===== config.mk =====
export PLATFORM = sky130hd
export DESIGN_NAME = coin_change_dispenser
export DESIGN_NICKNAME = d
export VERILOG_FILES = /design/src/hdl/ccd_pkg.sv /design/src/hdl/ccd_front.sv /design/src/hdl/ccd_queue.sv /design/src/hdl/ccd_back.sv /design/src/hdl/coin_change_dispenser.sv
export SDC_FILE = /design/constraint.sdc
export NUM_CORES = 2
export LEC_CHECK = 0
export ABC_CLOCK_PERIOD_IN_PS = 34200
export BUFFER_PORTS_ARGS = -buffer_cell sky130_fd_sc_hd__buf_2
export CORE_MARGIN = 10
export CORE_UTILIZATION = 60
export DETAILED_ROUTE_END_ITERATION = 6
export GPL_TIMING_DRIVEN = 0
export PLACE_DENSITY_LB_ADDON = 0.12
export RECOVER_POWER = 50
export SLEW_MARGIN = 30
export SYNTH_ARGS = -nofsm -noshare
export SYNTH_HDL_FRONTEND = slang
export SYNTH_SLANG_ARGS = --single-unit

===== constraint.sdc =====
create_clock -name clk -period 34.2 [get_ports clk]
set_input_delay 3.42 -clock clk [delete_from_list [all_inputs] [get_ports clk]]
set_output_delay 3.42 -clock clk [all_outputs]
set_load 0.005 [all_outputs]

===== src/hdl/ccd_pkg.sv =====
// ----------------------------------------------------------------------------
// ccd_pkg: shared types and constants of the coin change dispenser
// Field widths, status codes, sequencer states and the command word that
// travels from the front classifier to the back sequencer.
// ----------------------------------------------------------------------------
package ccd_pkg;

  localparam int unsigned COUNT_W       = 10;
  localparam int unsigned AMT_W         = 15;
  localparam int unsigned COUNT_MAX_DEF = 1023;

  // x / 10 == (x * RECIP) >> 19 and x / 5 == (x * RECIP) >> 18, exact for x < 2**15
  localparam logic [15:0] RECIP      = 16'hCCCD;
  localparam int unsigned SHIFT_TEN  = 19;
  localparam int unsigned SHIFT_FIVE = 18;

  typedef enum logic [1:0] {
    ST_OK         = 2'd0,
    ST_BAD_AMOUNT = 2'd1,
    ST_MIN_OVER   = 2'd2,
    ST_MIN_STOCK  = 2'd3
  } status_t;

  typedef enum logic [2:0] {
    S_IDLE,
    S_CHECK,
    S_TEN,
    S_FIVE,
    S_LOW,
    S_EMIT
  } state_t;

  typedef struct packed {
    logic               is_load;
    logic [AMT_W-1:0]   amount;
    logic               zero_amount;
    logic               req_over;
    logic [AMT_W-1:0]   rem;
    logic [COUNT_W-1:0] min_tens;
    logic [COUNT_W-1:0] min_fives;
    logic [COUNT_W-1:0] min_twos;
    logic [COUNT_W-1:0] min_ones;
    logic [COUNT_W-1:0] load_tens;
    logic [COUNT_W-1:0] load_fives;
    logic [COUNT_W-1:0] load_twos;
    logic [COUNT_W-1:0] load_ones;
    logic [AMT_W-1:0]   load_value;
  } cmd_t;

endpackage


===== src/hdl/ccd_front.sv =====
// ----------------------------------------------------------------------------
// ccd_front: request classifier
// Turns an incoming word into a command: saturated load counts and their
// value, the weighted sum of the minimums and the checks that need no stock.
// ----------------------------------------------------------------------------
module ccd_front #(
  parameter int unsigned COUNT_MAX = ccd_pkg::COUNT_MAX_DEF
) (
  input  logic                         req_type,
  input  logic [ccd_pkg::AMT_W-1:0]    amount,
  input  logic [ccd_pkg::COUNT_W-1:0]  min_tens,
  input  logic [ccd_pkg::COUNT_W-1:0]  min_fives,
  input  logic [ccd_pkg::COUNT_W-1:0]  min_twos,
  input  logic [ccd_pkg::COUNT_W-1:0]  min_ones,
  input  logic [ccd_pkg::COUNT_W-1:0]  load_tens,
  input  logic [ccd_pkg::COUNT_W-1:0]  load_fives,
  input  logic [ccd_pkg::COUNT_W-1:0]  load_twos,
  input  logic [ccd_pkg::COUNT_W-1:0]  load_ones,
  output ccd_pkg::cmd_t                cmd
);
  import ccd_pkg::*;

  // saturation level clipped to the field width
  localparam logic [COUNT_W-1:0] SAT_VAL =
    (COUNT_MAX >= (1 << COUNT_W) - 1) ? {COUNT_W{1'b1}} : COUNT_W'(COUNT_MAX);

  function automatic logic [COUNT_W-1:0] sat(input logic [COUNT_W-1:0] x);
    return (x > SAT_VAL) ? SAT_VAL : x;
  endfunction

  function automatic logic [AMT_W-1:0] coin_value(
    input logic [COUNT_W-1:0] t, input logic [COUNT_W-1:0] f,
    input logic [COUNT_W-1:0] w, input logic [COUNT_W-1:0] o);
    return AMT_W'(t) * AMT_W'(10) + AMT_W'(f) * AMT_W'(5) +
           AMT_W'(w) * AMT_W'(2) + AMT_W'(o);
  endfunction

  logic [AMT_W-1:0] req_sum;

  always_comb begin
    req_sum = coin_value(min_tens, min_fives, min_twos, min_ones);

    cmd.is_load     = req_type;
    cmd.amount      = amount;
    cmd.zero_amount = (amount == '0);
    cmd.req_over    = (req_sum > amount);
    cmd.rem         = amount - req_sum;
    cmd.min_tens    = min_tens;
    cmd.min_fives   = min_fives;
    cmd.min_twos    = min_twos;
    cmd.min_ones    = min_ones;
    cmd.load_tens   = sat(load_tens);
    cmd.load_fives  = sat(load_fives);
    cmd.load_twos   = sat(load_twos);
    cmd.load_ones   = sat(load_ones);
    cmd.load_value  = coin_value(cmd.load_tens, cmd.load_fives,
                                 cmd.load_twos, cmd.load_ones);
  end

endmodule


===== src/hdl/ccd_queue.sv =====
// ----------------------------------------------------------------------------
// ccd_queue: two-entry command queue
// Decouples the classifier from the sequencer so that each side stalls alone.
// ----------------------------------------------------------------------------
module ccd_queue (
  input  logic          clk,
  input  logic          rst,
  input  logic          wr_en,
  input  ccd_pkg::cmd_t wr_data,
  output logic          full,
  input  logic          rd_en,
  output logic          rd_valid,
  output ccd_pkg::cmd_t rd_data
);
  import ccd_pkg::*;

  cmd_t       slot [2];
  logic       wr_ptr;
  logic       rd_ptr;
  logic [1:0] count;

  assign full     = (count == 2'd2);
  assign rd_valid = (count != 2'd0);
  assign rd_data  = slot[rd_ptr];

  always_ff @(posedge clk) begin
    if (wr_en) begin
      slot[wr_ptr] <= wr_data;
    end
  end

  always_ff @(posedge clk) begin
    if (rst) begin
      wr_ptr <= 1'b0;
      rd_ptr <= 1'b0;
      count  <= 2'd0;
    end else begin
      if (wr_en) begin
        wr_ptr <= ~wr_ptr;
      end
      if (rd_en) begin
        rd_ptr <= ~rd_ptr;
      end
      case ({wr_en, rd_en})
        2'b10:   count <= count + 2'd1;
        2'b01:   count <= count - 2'd1;
        default: count <= count;
      endcase
    end
  end

endmodule


===== src/hdl/ccd_back.sv =====
// ----------------------------------------------------------------------------
// ccd_back: dispense sequencer
// Holds the stock, checks each command against it, pays the remainder in
// tens, fives, then twos with ones; writes the result to the output register.
// ----------------------------------------------------------------------------
module ccd_back (
  input  logic                         clk,
  input  logic                         rst,
  input  logic                         q_valid,
  input  ccd_pkg::cmd_t                q_data,
  output logic                         q_pop,
  output logic                         empty,
  input  logic                         pop,
  output logic [1:0]                   status,
  output logic [ccd_pkg::COUNT_W-1:0]  out_tens,
  output logic [ccd_pkg::COUNT_W-1:0]  out_fives,
  output logic [ccd_pkg::COUNT_W-1:0]  out_twos,
  output logic [ccd_pkg::COUNT_W-1:0]  out_ones,
  output logic [ccd_pkg::AMT_W-1:0]    shortfall,
  output logic [ccd_pkg::AMT_W-1:0]    stock_value
);
  import ccd_pkg::*;

  state_t state, state_next;

  cmd_t               cmd;
  status_t            res_status;
  logic [AMT_W-1:0]   rem;
  logic [COUNT_W-1:0] cnt_tens, cnt_fives, cnt_twos, cnt_ones;

  logic [COUNT_W-1:0] stock_tens, stock_fives, stock_twos, stock_ones;
  logic [AMT_W-1:0]   value;
  logic               out_valid;

  logic    out_free;
  logic    take_cmd;
  logic    emit;
  status_t chk_status;

  logic [COUNT_W-1:0] avail_tens, avail_fives, avail_twos, avail_ones;
  logic [30:0]        prod;
  logic [11:0]        q_ten;
  logic [12:0]        q_five;
  logic [13:0]        q_two;
  logic [COUNT_W-1:0] take_ten, take_five, take_two, take_one;
  logic [AMT_W-1:0]   rem_ten, rem_five, rem_two, rem_one;
  logic [AMT_W-1:0]   value_next;

  assign out_free = !out_valid || pop;
  assign empty    = !out_valid;

  // next state
  always_comb begin
    state_next = state;
    unique case (state)
      S_IDLE:  if (q_valid) state_next = S_CHECK;
      S_CHECK: begin
        if (cmd.is_load || chk_status != ST_OK) state_next = S_EMIT;
        else                                    state_next = S_TEN;
      end
      S_TEN:   state_next = S_FIVE;
      S_FIVE:  state_next = S_LOW;
      S_LOW:   state_next = S_EMIT;
      S_EMIT: begin
        if (out_free) state_next = q_valid ? S_CHECK : S_IDLE;
      end
      default: state_next = S_IDLE;
    endcase
  end

  // sequencer outputs
  always_comb begin
    take_cmd = 1'b0;
    emit     = 1'b0;
    unique case (state)
      S_IDLE: take_cmd = q_valid;
      S_EMIT: begin
        emit     = out_free;
        take_cmd = out_free && q_valid;
      end
      default: begin
        take_cmd = 1'b0;
        emit     = 1'b0;
      end
    endcase
  end

  assign q_pop = take_cmd;

  // stock checks, first failing one wins
  always_comb begin
    if (cmd.zero_amount || cmd.amount > value)  chk_status = ST_BAD_AMOUNT;
    else if (cmd.req_over)                       chk_status = ST_MIN_OVER;
    else if (cmd.min_tens > stock_tens || cmd.min_fives > stock_fives ||
             cmd.min_twos > stock_twos || cmd.min_ones > stock_ones)
                                                 chk_status = ST_MIN_STOCK;
    else                                         chk_status = ST_OK;
  end

  // greedy payment datapath, one state each for tens, fives and twos with ones
  always_comb begin
    avail_tens  = stock_tens  - cmd.min_tens;
    avail_fives = stock_fives - cmd.min_fives;
    avail_twos  = stock_twos  - cmd.min_twos;
    avail_ones  = stock_ones  - cmd.min_ones;

    prod   = 31'(rem) * 31'(RECIP);
    q_ten  = prod[30:SHIFT_TEN];
    q_five = prod[30:SHIFT_FIVE];

    take_ten  = (12'(avail_tens) < q_ten) ? avail_tens : q_ten[COUNT_W-1:0];
    rem_ten   = rem - AMT_W'(take_ten) * AMT_W'(10);
    take_five = (13'(avail_fives) < q_five) ? avail_fives : q_five[COUNT_W-1:0];
    rem_five  = rem - AMT_W'(take_five) * AMT_W'(5);

    q_two    = rem[AMT_W-1:1];
    take_two = (14'(avail_twos) < q_two) ? avail_twos : q_two[COUNT_W-1:0];
    rem_two  = rem - {4'b0, take_two, 1'b0};
    take_one = (AMT_W'(avail_ones) < rem_two) ? avail_ones : rem_two[COUNT_W-1:0];
    rem_one  = rem_two - AMT_W'(take_one);

    if (cmd.is_load)            value_next = cmd.load_value;
    else if (res_status == ST_OK) value_next = value - (cmd.amount - rem);
    else                        value_next = value;
  end

  always_ff @(posedge clk) begin
    if (rst) begin
      state     <= S_IDLE;
      out_valid <= 1'b0;
    end else begin
      state <= state_next;
      if (emit)     out_valid <= 1'b1;
      else if (pop) out_valid <= 1'b0;
    end
  end

  // working registers
  always_ff @(posedge clk) begin
    if (take_cmd) begin
      cmd <= q_data;
    end
    unique case (state)
      S_CHECK: begin
        res_status <= cmd.is_load ? ST_OK : chk_status;
        rem        <= (cmd.is_load || chk_status != ST_OK) ? '0 : cmd.rem;
        cnt_tens   <= '0;
        cnt_fives  <= '0;
        cnt_twos   <= '0;
        cnt_ones   <= '0;
      end
      S_TEN: begin
        cnt_tens <= cmd.min_tens + take_ten;
        rem      <= rem_ten;
      end
      S_FIVE: begin
        cnt_fives <= cmd.min_fives + take_five;
        rem       <= rem_five;
      end
      S_LOW: begin
        cnt_twos <= cmd.min_twos + take_two;
        cnt_ones <= cmd.min_ones + take_one;
        rem      <= rem_one;
      end
      default: begin
        rem <= rem;
      end
    endcase
  end

  // stock and value, changed only when a result is written out
  always_ff @(posedge clk) begin
    if (rst) begin
      stock_tens  <= '0;
      stock_fives <= '0;
      stock_twos  <= '0;
      stock_ones  <= '0;
      value       <= '0;
    end else if (emit) begin
      value <= value_next;
      if (cmd.is_load) begin
        stock_tens  <= cmd.load_tens;
        stock_fives <= cmd.load_fives;
        stock_twos  <= cmd.load_twos;
        stock_ones  <= cmd.load_ones;
      end else if (res_status == ST_OK) begin
        stock_tens  <= stock_tens  - cnt_tens;
        stock_fives <= stock_fives - cnt_fives;
        stock_twos  <= stock_twos  - cnt_twos;
        stock_ones  <= stock_ones  - cnt_ones;
      end
    end
  end

  // output register
  always_ff @(posedge clk) begin
    if (emit) begin
      status      <= res_status;
      out_tens    <= cnt_tens;
      out_fives   <= cnt_fives;
      out_twos    <= cnt_twos;
      out_ones    <= cnt_ones;
      shortfall   <= rem;
      stock_value <= value_next;
    end
  end

endmodule


===== src/hdl/coin_change_dispenser.sv =====
// ----------------------------------------------------------------------------
// coin_change_dispenser: coin dispenser with limited stock
// Keeps counts of 10, 5, 2 and 1 rupee coins, loads them and pays amounts.
// ----------------------------------------------------------------------------
// Usage: push a word when full is low; read the oldest result while empty is
// low and pop it. A load word (req_type 1) replaces the four stock counts,
// each clipped to COUNT_MAX. A dispense word (req_type 0) is rejected with
// status 1 if the amount is zero or above the stock value, 2 if the
// minimums are worth more than the amount, 3 if a minimum exceeds its own
// coin's stock; a rejected word leaves the stock alone and returns zero
// coins. Otherwise the minimums are granted and the rest is paid greedily
// from 10 down to 1; whatever the stock cannot cover comes back as the
// shortfall. Every result carries the stock value after the word. Timing: a
// two-entry command queue takes words at one per cycle until it fills; the
// back sequencer runs check, tens, fives, twos with ones and write-out on a
// dispense, check and write-out on a load or a rejected one, since every
// word depends on the stock left by the one before. The single output
// register lets the next word start while a result still waits to be popped.
// ----------------------------------------------------------------------------
module coin_change_dispenser #(
  parameter int unsigned COUNT_MAX = ccd_pkg::COUNT_MAX_DEF
) (
  input  logic                         clk,
  input  logic                         rst,
  input  logic                         push,
  output logic                         full,
  input  logic                         req_type,
  input  logic [ccd_pkg::AMT_W-1:0]    amount,
  input  logic [ccd_pkg::COUNT_W-1:0]  min_tens,
  input  logic [ccd_pkg::COUNT_W-1:0]  min_fives,
  input  logic [ccd_pkg::COUNT_W-1:0]  min_twos,
  input  logic [ccd_pkg::COUNT_W-1:0]  min_ones,
  input  logic [ccd_pkg::COUNT_W-1:0]  load_tens,
  input  logic [ccd_pkg::COUNT_W-1:0]  load_fives,
  input  logic [ccd_pkg::COUNT_W-1:0]  load_twos,
  input  logic [ccd_pkg::COUNT_W-1:0]  load_ones,
  output logic                         empty,
  input  logic                         pop,
  output logic [1:0]                   status,
  output logic [ccd_pkg::COUNT_W-1:0]  out_tens,
  output logic [ccd_pkg::COUNT_W-1:0]  out_fives,
  output logic [ccd_pkg::COUNT_W-1:0]  out_twos,
  output logic [ccd_pkg::COUNT_W-1:0]  out_ones,
  output logic [ccd_pkg::AMT_W-1:0]    shortfall,
  output logic [ccd_pkg::AMT_W-1:0]    stock_value
);
  import ccd_pkg::*;

  cmd_t front_cmd;
  cmd_t head_cmd;
  logic q_full;
  logic q_valid;
  logic q_pop;
  logic accept;

  // accept a word whenever the queue has room
  assign full   = q_full;
  assign accept = push && !q_full;

  // classify the word: saturate loads, weigh minimums
  ccd_front #(
    .COUNT_MAX (COUNT_MAX)
  ) u_front (
    .req_type   (req_type),
    .amount     (amount),
    .min_tens   (min_tens),
    .min_fives  (min_fives),
    .min_twos   (min_twos),
    .min_ones   (min_ones),
    .load_tens  (load_tens),
    .load_fives (load_fives),
    .load_twos  (load_twos),
    .load_ones  (load_ones),
    .cmd        (front_cmd)
  );

  // hold classified commands until the sequencer is free
  ccd_queue u_queue (
    .clk      (clk),
    .rst      (rst),
    .wr_en    (accept),
    .wr_data  (front_cmd),
    .full     (q_full),
    .rd_en    (q_pop),
    .rd_valid (q_valid),
    .rd_data  (head_cmd)
  );

  // check against stock, pay, update stock, drive the result word
  ccd_back u_back (
    .clk         (clk),
    .rst         (rst),
    .q_valid     (q_valid),
    .q_data      (head_cmd),
    .q_pop       (q_pop),
    .empty       (empty),
    .pop         (pop),
    .status      (status),
    .out_tens    (out_tens),
    .out_fives   (out_fives),
    .out_twos    (out_twos),
    .out_ones    (out_ones),
    .shortfall   (shortfall),
    .stock_value (stock_value)
  );

endmodule

# Yosys cells after proc, flatten, opt, wreduce, memory -nomap -nowiden
# Memory sizes are Yosys's and may differ from the RTL's. A register that Yosys moved wholly into a read port is not among the register bits.
# Index checks and enable logic that the tools add are counted.
# W data, S select, Z words.
# totals
ff_bits	192
mem_bits_rw	256
in_bits	100
out_inout_bits	74
elab_cells	147
memories	1
# op_classes
add_sub_neg	27
mul	7
order_cmp	14
n_eq_ne	10
mux	39
bitwise_logic	2
reduce_logical	24
# mem_list
memory	depth	word_bits	read_ports	rd_clocked_by_memory_dff	write_ports	line	rtl
u_queue.slot	2	128	1	1	1	ccd_queue.sv:17	cmd_t slot [2];
# ops
cell	n
$mux W10	16
$pmux W10 S2	4
$sub A10 B10 Y10	8
$mul A10 B3 Y13 const B	6
$pmux W15 S4	1
$mux W15	3
$sub A15 B15 Y15	3
$add A10 B10 Y10	4
$gt A10 B10 Y1	4
$gt A10 B10 Y1 const B	4
$mul A15 B16 Y31 const B	1
$add A14 B13 Y15	2
$add A15 B10 Y15	2
$add A15 B11 Y15	2
$gt A15 B15 Y1	2
$pmux W3 S6	1
$reduce_bool A2 Y1	8
$logic_not A15 Y1	1
$lt A10 B15 Y1	1
$sub A15 B10 Y15	1
$sub A15 B11 Y15	1
$sub A15 B13 Y15	1
$sub A15 B14 Y15	1
$lt A10 B14 Y1	1
23 further kinds	45

# Logic depth before layout (Yosys ltp)
# logic_depth
word_depth	11
ltp_mapped	52
depth_no_buf	50

# Hierarchy
# Synthesis repeated with hierarchy kept, for this count alone.
# hier_totals
cells_unflattened	3473
area_unflattened_um2	39185.1
# modules_own_cells
module	instances	cells_per_inst	area_each_um2	seq_area_each_um2
ccd_back	1	2460	24810.0	8898.5
ccd_queue	1	420	9436.6	7787.5
ccd_front	1	592	4924.7	0.0
coin_change_dispenser	1	1	13.8	0.0

# Least setup slack after synthesis
# OpenSTA, ideal clock, no wires.
# synth_timing
path_kind	input -> register
start	input pop
end	register u_queue.count[1]
setup_ns	0.070
t_arrival_ns	26.772
t_required_ns	34.130
path_slack_ns	7.358
path_stages	6
path_buffers	0
cell_sequence	nand2b_1 -> a21oi_1 -> a2111oi_0 -> ha_1 -> or3_1 -> a21oi_1
# synth_via
elab_chain_len	5
word_cells_on_any_way	7
classes_between	eq/ne: 2; mux: 2; reduce/logical: 3
# synth_rtl
element	line	rtl
from (decl)	coin_change_dispenser.sv:38	input logic pop,
$logic_or A1 B1 Y1 (*)	ccd_back.sv:49	assign out_free = !out_valid || pop;
$logic_and A1 B1 Y1 (*)	ccd_back.sv:79	take_cmd = out_free && q_valid;
$pmux W1 S2 (*)	ccd_back.sv:75	unique case (state)
via q_pop	coin_change_dispenser.sv:53	logic q_pop;
$eq A2 B1 Y1 / $eq A2 B2 Y1 (equally long branches)	ccd_queue.sv:44	case ({wr_en, rd_en})
$pmux W2 S2 / $reduce_bool A2 Y1 (equally long branches)	-	
to (signal assigned)	ccd_queue.sv:45	2'b10: count <= count + 2'd1;
to (signal assigned)	ccd_queue.sv:46	2'b01: count <= count - 2'd1;
to (signal assigned)	ccd_queue.sv:47	default: count <= count;
to (decl)	ccd_queue.sv:20	logic [1:0] count;
# Mark *: on every way through the listed nets, which the timed path passes. The rest lies on a longest branch.
# A chain may end at the register's enable or synchronous reset.

# Final worst setup path
# layout_timing
start	register u_back.rem[13]
end	register u_back.rem[12] (data pin)
# layout_via
elab_chain_len	7
word_cells_on_any_way	16
classes_between	add/sub: 4; mul: 3; order compare: 4; mux: 5
# layout_rtl
element	line	rtl
from (decl)	ccd_back.sv:28	logic [AMT_W-1:0] rem;
from (signal assigned)	ccd_back.sv:146	rem <= (cmd.is_load || chk_status != ST_OK) ? '0 : cmd.rem;
from (signal assigned)	ccd_back.sv:154	rem <= rem_ten;
from (signal assigned)	ccd_back.sv:158	rem <= rem_five;
parallel branches: the longest is 6 deep, another holds $mul A15 B16 Y31	-	
$pmux W15 S4 (*)	ccd_back.sv:143	unique case (state)
# Every way passes the cells marked *.

==> impl_metrics.json <==
{
  "synth.distinct_cells": 77,
  "yosys.area.top_type": "edfxtp_1",
  "finalSetupViolCount": 0,
  "finalWeightedCongestion": 0.9749,
  "finalMaxSlewViolations": 104,
  "ys_seq_area_share_pct": 43.32,
  "dieArea_um2": 74650,
  "ys_async_sr_fraction_pct": 0,
  "clkLatencyLatePin_ns": 0.64,
  "ant_nets": 0,
  "drt-vias-per-instance": 5.947,
  "cp_max_fo": 12,
  "die_h_um": 273.2,
  "cts_tree": "done",
  "slew_headroom_pct": -79.55,
  "clk_pin_slew_worst_paths_ns": 0.06,
  "routed_wl_um": 110100,
  "critPathSlowestCell": "edfxtp_1",
  "period_needed_ns": 13.02,
  "gr-total-overflow": 0,
  "rsz0062_at_grt": "no",
  "critPathMaxStageDelay_ns": 0.66,
  "dr.pass1.iters": 6,
  "tightest_slew_ns": 2.693,
  "synth.cell_area_um2": 38470,
  "htree_levels": 2,
  "ios": 174,
  "cts_buffers": 58,
  "dpl_worst_slack_ns": 21.23,
  "layout_commonest_cell": "edfxtp_1",
  "critPathRequiredTime_ns": 34.53,
  "cts_hold_buf": 0,
  "ys.flop_type": "edfxtp_1",
  "fin_cells": 4572,
  "core.rowCount": 92,
  "place_inst": 4462,
  "yosys.area.top_type_share_pct": 40.04,
  "root_buffer": "clkbuf_16",
  "wl_per_cell_um": 24.08,
  "cp.arrival_ns": 13.35,
  "startpoint_type": "flip-flop",
  "grt_pass1_wl_um": 165400,
  "finalCritPeriodShare_pct": 38.06,
  "synthCells": 3429,
  "antenna_found_initial": 3,
  "grt_pass1_vias": 27710,
  "route.vias.total": 27190,
  "area_growth_pct": 10.50,
  "hpwl_um": 89790,
  "fp.dieW_um": 273.2,
  "final.setup.worst_slack_ns": 21.18,
  "avgSynthCellArea_um2": 11.22,
  "cts_buffer_depth": 3,
  "synthTopCellsByArea": "edfxtp_1 (40%), ha_1 (15%), fa_1 (8.2%)",
  "ys_warn_count": 0,
  "cap_violations": 3,
  "start_util_pct": 60.77,
  "crit_path_frequent_cell": "inv_1",
  "cts.repair.resized": 0,
  "hold_violations": 0,
  "post_cts_buffers": 0,
  "timing.fmax_mhz": 76.83,
  "synth-edff-count": 513,
  "cts_sinks": 576,
  "layout_common_cells": "edfxtp_1 (513), inv_1 (489), ha_1 (464)",
  "io_buffer_count": 148,
  "syn_nets": 4150,
  "post-route-drc-count": 0,
  "drive_above_1_share_pct": 9.235,
  "drt_iter0_drc": 2443,
  "cp-end-kind": "flip-flop",
  "grt_max_degree": 48,
  "synth_seq_cells": 576,
  "hold_path.class": "flip-flop to flip-flop",
  "violations": "capacitance limit, slew limit",
  "grt.total_usage_pct": 29.38,
  "status": "finished with violations",
  "core_um2": 63310,
  "worst-setup-path-type": "flip-flop to flip-flop",
  "final_nets": 4397,
  "clock_skew_ns": 0.03070
}
==> critical path: cells and delay by family (launching register included) <==
family                     cells  cell delay, ns
AOI/OAI and AO/OA             17            4.21
buffers and inverters         10            1.28
adders and majority gates     12            5.31
DFF                            1            0.66
xor gates and xnor gates       2            0.39
and+or+nand+nor                3            0.88
==> cells by family after synthesis <==
kind of cell	count (synthesis)	synth area share, %
AOI/OAI and AO/OA	679	11.25
xor gates and xnor gates	178	4.052
adders and majority gates	623	23.32
buffers and inverters	601	5.890
DFF	576	43.32
muxes	160	4.631
and+or+nand+nor	612	7.542
==> through the flow <==
step / util (%) / area (um^2) / setup TNS (ns) / hold slack (ns)
after CTS: 67.43 / 42690 / 0 / 0.4647
after global routing: 67.14 / 42510 / 0 / 0.4656
final: 67.15 / 42510 / 0 / 0.4641
after detailed placement: 64.30 / 40710 / 0 / 0.4563
after global placement: 63.61 / 40270 / -164.35 / 0.4446
after floorplan: - / 38470 / 0 / 0.4264
==> synth_stat cells (10+ instances only) <==
| cell type | n |
|---|---|
| inv_1 | 489 |
| nor2_1 | 198 |
| nand3_1 | 28 |
| o21ai_0 | 153 |
| and3_1 | 21 |
| nand2b_1 | 34 |
| or3_1 | 15 |
| a21o_1 | 73 |
| o211ai_1 | 21 |
| o21bai_1 | 37 |
| clkbuf_1 | 102 |
| fa_1 | 157 |
| o21a_1 | 32 |
| and2_1 | 11 |
| dfxtp_1 | 63 |
| nand4_1 | 10 |
| nand2_1 | 160 |
| mux2_2 | 143 |
| xnor2_1 | 139 |
| a211oi_1 | 38 |
| xor2_1 | 39 |
| a21boi_0 | 32 |
| nor2b_1 | 51 |
| a21oi_1 | 198 |
| a31oi_1 | 11 |
| edfxtp_1 | 513 |
| mux2i_1 | 16 |
| ha_1 | 464 |
| nor3_1 | 46 |
==> final cells by class <==
class	instances	area (um^2)
clock buffers	71	1500
repair buffers	187	975.9
flip-flops and latches	576	16670
well taps	846	1059
inverters	490	1839
plain buffers	111	430.4
fillers	4913	20800
clock inverters	38	484.2
diodes	1	2.502
multi-input cells	2252	19560
==> worst paths after layout <==
check | to | from | slack (ns) | cells past startpoint
worst min register to register | u_back.value[12] | u_back.value[12] | 0.46 | 2
worst max-delay path | u_back.rem[12] | u_back.rem[13] | 21.18 | 44
worst max register to register | u_back.rem[12] | u_back.rem[13] | 21.18 | 44
worst min-delay path | u_back.value[12] | u_back.value[12] | 0.46 | 2
==> routing by layer <==
metal  routed length, um  up-vias  global-route usage [%]
met3                8985      193                   4.175
met1               47420    13420                   41.33
met5                   0        -                       0
met2               49910     1017                   46.58
li1                    -    12560                       -
met4                3796        0                   9.218
==> state kept, by name, summed over array words and instances, names as in the netlist, 15 cells and up <==
signal / count
u_back.cmd: 128
u_back.rem: 15
u_back.stock_value: 15
u_back.value: 15
u_back.shortfall: 15
u_queue.slot: 256
Power is not shown: default switching activity piles up to over one toggle a cycle in this logic, so the estimate is an artifact.
